$ cat src/design/bounded_insertable_array_unit_defines.svh
// Assertion macros shared by the bounded insertable array unit.
`ifndef BOUNDED_INSERTABLE_ARRAY_UNIT_DEFINES_SVH
`define BOUNDED_INSERTABLE_ARRAY_UNIT_DEFINES_SVH

`ifndef ASSERT_OFF
// Checked on clk and skipped while reset is asserted.
`define BIAU_ASSERT(lbl, prop, msg) \
  lbl: assert property (@(posedge clk) disable iff (!rst_n) prop) else $error(msg);
// Checked on clk at every edge, reset included.
`define BIAU_ASSERT_ALWAYS(lbl, prop, msg) \
  lbl: assert property (@(posedge clk) prop) else $error(msg);
`else
`define BIAU_ASSERT(lbl, prop, msg)
`define BIAU_ASSERT_ALWAYS(lbl, prop, msg)
`endif

`endif

$ cat src/design/biau_pkg.sv
// Types, constants and codes of the bounded insertable array unit.
package biau_pkg;

  localparam int DEPTH   = 32;
  localparam int DATA_W  = 32;
  localparam int POS_W   = 6;
  localparam int CAP_W   = 6;
  localparam int OP_W    = 3;
  localparam int ST_W    = 2;
  localparam int CNT_W   = $clog2(DEPTH + 1);
  localparam int IDX_W   = $clog2(DEPTH);
  localparam int CMP_W   = (POS_W > CNT_W) ? POS_W : CNT_W;
  localparam logic [CAP_W-1:0] CAP_RESET = CAP_W'(20);

  typedef logic signed [DATA_W-1:0] word_t;

  typedef enum logic [OP_W-1:0] {
    OP_PUSH_FRONT = 3'd0,
    OP_PUSH_BACK  = 3'd1,
    OP_POP_FRONT  = 3'd2,
    OP_POP_BACK   = 3'd3,
    OP_INSERT     = 3'd4,
    OP_GET        = 3'd5,
    OP_SET        = 3'd6
  } op_t;

  typedef enum logic [ST_W-1:0] {
    ST_DONE      = 2'd0,
    ST_FULL      = 2'd1,
    ST_EMPTY     = 2'd2,
    ST_OUT_RANGE = 2'd3
  } status_t;

  // Command broadcast to every cell of the row for one transfer.
  typedef struct packed {
    logic             up_en;    // cells in (lo, count] take their lower neighbor
    logic             down_en;  // cells below count-1 take their upper neighbor
    logic             ld_en;    // cell ld_idx takes value
    logic [CNT_W-1:0] lo;
    logic [CNT_W-1:0] ld_idx;
    logic [CNT_W-1:0] count;
    word_t            value;
  } cmd_t;

endpackage

$ cat src/design/biau_cell.sv
// One storage cell of the array: hold, load, shift up or shift down.
module biau_cell (
  input  logic                      clk,
  input  logic                      rst_n,
  input  logic [biau_pkg::CNT_W-1:0] cell_idx,
  input  biau_pkg::cmd_t            cmd,
  input  biau_pkg::word_t           up_in,
  input  biau_pkg::word_t           down_in,
  output biau_pkg::word_t           q
);
  import biau_pkg::*;

  word_t            q_r;
  word_t            q_nxt;
  logic [CNT_W-1:0] idx_plus1;
  logic             do_ld;
  logic             do_up;
  logic             do_down;

  assign idx_plus1 = CNT_W'(cell_idx + 1'b1);
  assign do_ld     = cmd.ld_en && (cell_idx == cmd.ld_idx);
  assign do_up     = cmd.up_en && (cell_idx > cmd.lo) && (cell_idx <= cmd.count);
  assign do_down   = cmd.down_en && (idx_plus1 < cmd.count);

  // Select the next content of this cell.
  always_comb begin
    if (do_ld) begin
      q_nxt = cmd.value;
    end else if (do_up) begin
      q_nxt = up_in;
    end else if (do_down) begin
      q_nxt = down_in;
    end else begin
      q_nxt = q_r;
    end
  end

  // The store is cleared at reset.
  always_ff @(posedge clk) begin
    if (!rst_n) begin
      q_r <= '0;
    end else begin
      q_r <= q_nxt;
    end
  end

  assign q = q_r;

endmodule

$ cat src/design/biau_cell_row.sv
// Row of cells chained to their neighbors, with the read selector.
module biau_cell_row (
  input  logic                       clk,
  input  logic                       rst_n,
  input  biau_pkg::cmd_t             cmd,
  input  logic [biau_pkg::IDX_W-1:0] rd_idx,
  output biau_pkg::word_t            rd_data
);
  import biau_pkg::*;

  word_t cell_q [DEPTH];

  // Each cell sees the cell below it and the cell above it.
  for (genvar i = 0; i < DEPTH; i++) begin : g_cell
    word_t up_in;
    word_t down_in;

    if (i == 0) begin : g_first
      assign up_in = '0;
    end else begin : g_mid_lo
      assign up_in = cell_q[i-1];
    end

    if (i == DEPTH - 1) begin : g_last
      assign down_in = '0;
    end else begin : g_mid_hi
      assign down_in = cell_q[i+1];
    end

    biau_cell u_cell (
      .clk      (clk),
      .rst_n    (rst_n),
      .cell_idx (CNT_W'(i)),
      .cmd      (cmd),
      .up_in    (up_in),
      .down_in  (down_in),
      .q        (cell_q[i])
    );
  end

  // Read port for get.
  assign rd_data = cell_q[rd_idx];

endmodule

$ cat src/design/bounded_insertable_array_unit.sv
// Top level of the bounded insertable array unit.
//
// Keeps an ordered list of signed 32-bit words in a row of 32 cells plus an
// entry count, bounded by the capacity register (cfg_we / cfg_wdata, reset
// value 20, effective capacity min(capacity, 32)).
// Requests arrive on in_valid / in_ready with in_op, in_position, in_value:
// push front, push back, pop front, pop back, insert, get and set.
// Every request gives exactly one result on out_valid / out_ready carrying
// out_read_value, out_count and out_status.
// A request is decoded in the cycle of its transfer: every cell takes its
// next content from itself, the value, or a neighbor, so the whole list
// shifts with the transfer. The result appears in the output register in
// the cycle after the transfer; unless stalled, a new request is taken
// every cycle. in_ready is high while the output register is empty or
// being emptied, so a stalled receiver holds one finished result and then
// blocks the input. Synchronous reset clears all cells, the count, out_valid
// and out_count and sets the capacity to 20. No clearing pass follows reset.
module bounded_insertable_array_unit (
  input  logic                       clk,
  input  logic                       rst_n,
  input  logic                       cfg_we,
  input  logic [biau_pkg::CAP_W-1:0] cfg_wdata,
  input  logic                       in_valid,
  output logic                       in_ready,
  input  logic [biau_pkg::OP_W-1:0]  in_op,
  input  logic [biau_pkg::POS_W-1:0] in_position,
  input  biau_pkg::word_t            in_value,
  output logic                       out_valid,
  input  logic                       out_ready,
  output biau_pkg::word_t            out_read_value,
  output logic [biau_pkg::CNT_W-1:0] out_count,
  output logic [biau_pkg::ST_W-1:0]  out_status
);
  import biau_pkg::*;

  `include "bounded_insertable_array_unit_defines.svh"

  logic [CAP_W-1:0] cap_r;
  logic [CNT_W-1:0] count_r;
  logic [CNT_W-1:0] count_nxt;
  logic             out_valid_r;
  word_t            out_read_value_r;
  logic [CNT_W-1:0] out_count_r;
  status_t          out_status_r;

  logic             in_accept;
  logic [CMP_W-1:0] eff_cap;
  logic [CMP_W-1:0] pos_ext;
  logic [CMP_W-1:0] cnt_ext;
  logic             full;
  logic             empty;
  logic             pos_ok;
  op_t              op;
  cmd_t             cmd;
  status_t          status;
  word_t            rd_data;
  word_t            rd_value;

  assign in_accept = in_valid && in_ready;
  assign in_ready  = !out_valid_r || out_ready;
  assign op        = op_t'(in_op);

  // Capacity compare in a common width.
  assign eff_cap = (CMP_W'(cap_r) < CMP_W'(DEPTH)) ? CMP_W'(cap_r) : CMP_W'(DEPTH);
  assign pos_ext = CMP_W'(in_position);
  assign cnt_ext = CMP_W'(count_r);
  assign full    = cnt_ext >= eff_cap;
  assign empty   = (count_r == '0);
  assign pos_ok  = pos_ext < eff_cap;

  // Request decode: the cell command, the new count and the status.
  always_comb begin
    cmd         = '0;
    cmd.count   = count_r;
    cmd.value   = in_value;
    count_nxt   = count_r;
    status      = ST_DONE;
    rd_value    = '0;
    unique case (op)
      OP_PUSH_FRONT: begin
        if (full) begin
          status = ST_FULL;
        end else begin
          cmd.up_en  = 1'b1;
          cmd.ld_en  = 1'b1;
          count_nxt  = CNT_W'(count_r + 1'b1);
        end
      end
      OP_PUSH_BACK: begin
        if (full) begin
          status = ST_FULL;
        end else begin
          cmd.ld_en  = 1'b1;
          cmd.ld_idx = count_r;
          count_nxt  = CNT_W'(count_r + 1'b1);
        end
      end
      OP_POP_FRONT: begin
        if (empty) begin
          status = ST_EMPTY;
        end else begin
          cmd.down_en = 1'b1;
          count_nxt   = CNT_W'(count_r - 1'b1);
        end
      end
      OP_POP_BACK: begin
        if (empty) begin
          status = ST_EMPTY;
        end else begin
          count_nxt = CNT_W'(count_r - 1'b1);
        end
      end
      OP_INSERT: begin
        if (full) begin
          status = ST_FULL;
        end else begin
          // A position past the tail appends.
          cmd.lo     = (pos_ext > cnt_ext) ? count_r : CNT_W'(pos_ext);
          cmd.ld_idx = cmd.lo;
          cmd.up_en  = 1'b1;
          cmd.ld_en  = 1'b1;
          count_nxt  = CNT_W'(count_r + 1'b1);
        end
      end
      OP_GET: begin
        if (!pos_ok) begin
          status = ST_OUT_RANGE;
        end else begin
          rd_value = rd_data;
        end
      end
      OP_SET: begin
        if (!pos_ok) begin
          status = ST_OUT_RANGE;
        end else begin
          cmd.ld_en  = 1'b1;
          cmd.ld_idx = CNT_W'(pos_ext);
        end
      end
      default: begin
      end
    endcase
    // Nothing changes without a transfer.
    if (!in_accept) begin
      cmd.up_en   = 1'b0;
      cmd.down_en = 1'b0;
      cmd.ld_en   = 1'b0;
    end
  end

  biau_cell_row u_row (
    .clk     (clk),
    .rst_n   (rst_n),
    .cmd     (cmd),
    .rd_idx  (IDX_W'(pos_ext)),
    .rd_data (rd_data)
  );

  // Capacity register.
  always_ff @(posedge clk) begin
    if (!rst_n) begin
      cap_r <= CAP_RESET;
    end else if (cfg_we) begin
      cap_r <= cfg_wdata;
    end
  end

  // Entry count and output valid.
  always_ff @(posedge clk) begin
    if (!rst_n) begin
      count_r     <= '0;
      out_valid_r <= 1'b0;
    end else begin
      if (in_accept) begin
        count_r <= count_nxt;
      end
      if (in_accept) begin
        out_valid_r <= 1'b1;
      end else if (out_ready) begin
        out_valid_r <= 1'b0;
      end
    end
  end

  // Result payload; out_count mirrors the stored count, so it is cleared too.
  always_ff @(posedge clk) begin
    if (!rst_n) begin
      out_count_r <= '0;
    end else if (in_accept) begin
      out_count_r <= count_nxt;
    end
  end

  always_ff @(posedge clk) begin
    if (in_accept) begin
      out_read_value_r <= rd_value;
      out_status_r     <= status;
    end
  end

  assign out_valid      = out_valid_r;
  assign out_read_value = out_read_value_r;
  assign out_count      = out_count_r;
  assign out_status     = out_status_r;

  // Checks on the count and the result register.
  `BIAU_ASSERT(a_count_bound, count_r <= CNT_W'(DEPTH), "count exceeds depth")
  `BIAU_ASSERT(a_count_stable, !in_accept |=> $stable(count_r), "count moved without transfer")
  `BIAU_ASSERT(a_push_back_inc, in_accept && op == OP_PUSH_BACK && !full |=> out_count_r == CNT_W'($past(count_r) + 1'b1), "push back count wrong")
  `BIAU_ASSERT_ALWAYS(a_out_count_mirror, !rst_n || out_count_r == count_r, "result count differs from stored count")

endmodule

$ cat config.mk
export PLATFORM = sky130hd
export DESIGN_NAME = bounded_insertable_array_unit
export DESIGN_NICKNAME = d
export VERILOG_FILES = /design/src/design/biau_pkg.sv /design/src/design/biau_cell.sv /design/src/design/biau_cell_row.sv /design/src/design/bounded_insertable_array_unit.sv
export VERILOG_INCLUDE_DIRS = /design/src /design/src/design
export SDC_FILE = /design/constraint.sdc
export NUM_CORES = 2
export LEC_CHECK = 0
export BUFFER_PORTS_ARGS = -buffer_cell sky130_fd_sc_hd__buf_2
export CAP_MARGIN = 25
export CORE_ASPECT_RATIO = 1.5
export CORE_UTILIZATION = 50
export DETAILED_ROUTE_END_ITERATION = 10
export GPL_TIMING_DRIVEN = 0
export PLACE_DENSITY_LB_ADDON = 0.12
export SKIP_CTS_REPAIR_TIMING = 1
export SYNTH_ARGS = -nofsm -noshare
export SYNTH_HDL_FRONTEND = slang
export SYNTH_HIERARCHICAL = 1
export SYNTH_SLANG_ARGS = --single-unit
$ cat constraint.sdc
create_clock -name clk -period 14.4 [get_ports clk]
set_input_delay 2.16 -clock clk [delete_from_list [all_inputs] [get_ports clk]]
set_output_delay 2.16 -clock clk [all_outputs]
set_load 0.02 [all_outputs]
==> run metrics <==
outcome finished clean; fillers 13,700; peak supply drop 97.2 uV; vias 72,000; root buf cell clkbuf_16; area grow syn2layout 15.1%; Setup WS post-layout 7.99 ns; CTS H-tree depth 3; Post-DP HPWL 221 mm; initial antenna violation count 12; top post-synthesis cells by area dfxtp_1, a221o_1, a32o_1, ha_1, mux2i_1; CTS clk-pin slew, worst paths 0.06 ns; Mean Syn Cell Area 10.1 um2; Worst slew margin 16.1%; Final Non-Filler Cells 11,000; Synth area leader dfxtp_1; unrepaired setup endpoints after global routing no; Max Fanout on Critical Path 17; Worst-Margin Slew 1.25 ns; Starting Density 50.5%; min Tclk post-route 6.41 ns; synth warn 6; Sink Count 1,071; synthesized cell area 76,700 um2; Cell Rows 175; Multi-input gate area 52,100 um2; Buffers on Ports 91; CTS Buf Count 109; hold worst-path end cap_r[4]$_SDFFE_PN1P_; first drt pass iteration count 9; cells after synthesis 7,567; clock tree buffer depth 3; Clk network pwr share 39.0%; final hold vios 0; global-route wire length before repair 424 mm; number of global-route vias before repair 70,700; Wirelength per Cell 25.7 um; grt met1 use 42.7%; core area 152,000 um2; P_leak 37.1 nW; CP endpoint kind register; vias per cell 6.54; Setup TNS 0 ns; Reg power frac 39.3%; setup slack at placement 7.44 ns; WL final 283 mm; crit start category primary input; GRT busiest layer met2; largest net degree at the start of global routing 39; Yosys reg bits 1,071; worst reg2reg path startpoint out_count[0]$_SDFFE_PN0P_; gr ovfl total 0; number of max-cap violations 0; sw frac 31.3%; ys async rst share 0%; global placer's final weighted congestion 0.981; Fmax 156 MHz; crit path kind in2reg; dominant synthesized flop cell dfxtp_1; Unique masters post-synth 71; Layout Nets 9,561; worst skew pair latency 0.77 ns; FF/Latch Area 21,800 um2; Die Area 155,000 um2; DRC viols 0; Power Density 88.0 nW/um2; Top-Level Pins 94; worst endpoint required time 15.10 ns; placed cell count 10,800; Final period util 44.5%; area share of the leading cell type in the synthesized netlist 27.1%; Internal 5.34 mW; internal reg-to-reg setup slack 8.32 ns; remaining antenna violation count 0; Layout Skew 0.0308 ns; met2 usage 58.1%; R2R Path End u_row/g_cell[26].u_cell/q[19]$_SDFFE_PN0P_; Post-synth top cells dfxtp_1, a221o_1, a32o_1; Hold Path Stages 2; post-layout power 7.77 mW; Die H 482 um; Comb pwr share 21.7%; GRT Total Usage 35.3%; Iter 0 DRT Violations 8,371; Final Setup Violations 0; CTS tree done; hold_sp cap_r[4]$_SDFFE_PN1P_; Die W 322 um; layout cell share with drive strength beyond 1 10.1%; Switch Pwr 2.43 mW; count leader, synth dfxtp_1; met3 Usage GRT 4.98%; sequential area share after synthesis 28.4%; worst r2r path cells 16; Hold WC Path Type reg2reg; WHS 0.484 ns; crit path DAT 7.11 ns; Final Max Slew Viols 0; Post-synth EDFFs 34
==> power by group through the flow <==
stage	clock, mW	combinational [mW]	sequential (mW)
4_1_cts	3.05	1.63	3.05
2_1_floorplan	0	1.12	3.11
3_3_place_gp	0	1.51	3.15
5_1_grt	3.17	1.85	3.06
3_5_place_dp	0	1.63	3.12
6_report	3.03	1.69	3.05
==> registers in the layout, summed over array words and instances, names as in the netlist <==
signal                 cells
out_valid                  1
out_count                  6
out_status                 2
cap_r                      6
u_row/g_cell.u_cell/q   1024
out_read_value            32
==> critical path: stages <==
cell and delay [ns]:
buf_2 0.21, ha_1 0.37, and4_1 0.23, o21ai_0 0.12, a32oi_2 0.57, inv_1 0.16, o22ai_4 0.29, a22o_2 0.60
buf_16 0.25, xnor2_1 0.13, nand4_1 0.20, nor3_1 0.97, clkbuf_1 0.47, a32o_1 0.21, a221o_1 0.12
==> cell usage in the layout (no fill, tap or decap), types with 28 or more instances in the layout <==
cell / instances
a21boi_1: 64
mux2i_1: 526
nor4_4: 32
a221o_1: 1024
and2_1: 35
nand4_1: 96
or3_4: 32
a21oi_2: 44
inv_1: 452
clkinv_2: 28
buf_4: 59
dfxtp_1: 1031
buf_2: 219
ha_1: 629
nor2_1: 160
dlymetal6s2s_1: 96
nand3_1: 258
nand2_1: 198
and3b_1: 32
a22o_1: 64
nor4_1: 33
a21oi_1: 220
clkbuf_1: 253
a31oi_1: 32
xor2_1: 39
o21ai_1: 32
nor3_1: 95
clkbuf_16: 110
nand2b_1: 100
o311a_1: 32
conb_1: 1056
xnor2_1: 286
a22oi_1: 96
edfxtp_1: 34
o32ai_2: 32
a32o_1: 1008
buf_6: 178
clkbuf_8: 29
==> cell type report <==
| type | count | share of cell area (%) |
|---|---|---|
| repair buffers | 147 | 1.39 |
| multi-input cells | 6406 | 59.0 |
| clock inverters | 50 | 0.629 |
| plain buffers | 683 | 5.71 |
| diodes | 6 | 0.0170 |
| inverters | 461 | 2.05 |
| well taps | 2035 | 2.88 |
| clock buffers | 151 | 3.62 |
| flip-flops and latches | 1071 | 24.7 |
==> how the worst max path moves through the flow <==
| stage | start | end | slack (ns) | cells past startpoint |
|---|---|---|---|---|
| floorplan | out_count[0]$_SDFFE_PN0P_ | u_row/g_cell[4].u_cell/q[0]$_SDFFE_PN0P_ | 7.75 | 13 |
| detailed placement | in_position[4] | u_row/g_cell[16].u_cell/q[27]$_SDFFE_PN0P_ | 7.44 | 15 |
| finish | in_position[4] | u_row/g_cell[26].u_cell/q[19]$_SDFFE_PN0P_ | 7.99 | 15 |
| global placement | out_count[0]$_SDFFE_PN0P_ | u_row/g_cell[9].u_cell/q[0]$_SDFFE_PN0P_ | 1.47 | 13 |
| CTS | in_position[4] | u_row/g_cell[10].u_cell/q[20]$_SDFFE_PN0P_ | 8.20 | 17 |
| global route | in_position[4] | u_row/g_cell[30].u_cell/q[2]$_SDFFE_PN0P_ | 7.81 | 15 |
==> cells by family after synthesis <==
logic type,Yosys count,synth area share (%)
buf+inv,1144,8.93
simple gates,1140,8.50
compound gates,2729,33.3
flops,1071,28.4
fa+ha+maj,630,10.3
other cells,2,0.00979
mux,526,6.87
xor+xnor,325,3.71
==> layer usage <==
metal | routed length [um] | vias to the layer above
li1 | - | 32600
met1 | 112000 | 35100
met2 | 130000 | 3413
met3 | 21000 | 812
met4 | 20000 | 8
met5 | 62 | -
==> stage by stage <==
step | area [um2] | util (%)
after CTS | 88200 | 58.0
final | 88300 | 58.1
after floorplan | 80600 | -
after global routing | 88200 | 58.1
after global placement | 83600 | 55.0
after detailed placement | 84400 | 55.6
Note: power is estimated with default switching activity, not from simulation.
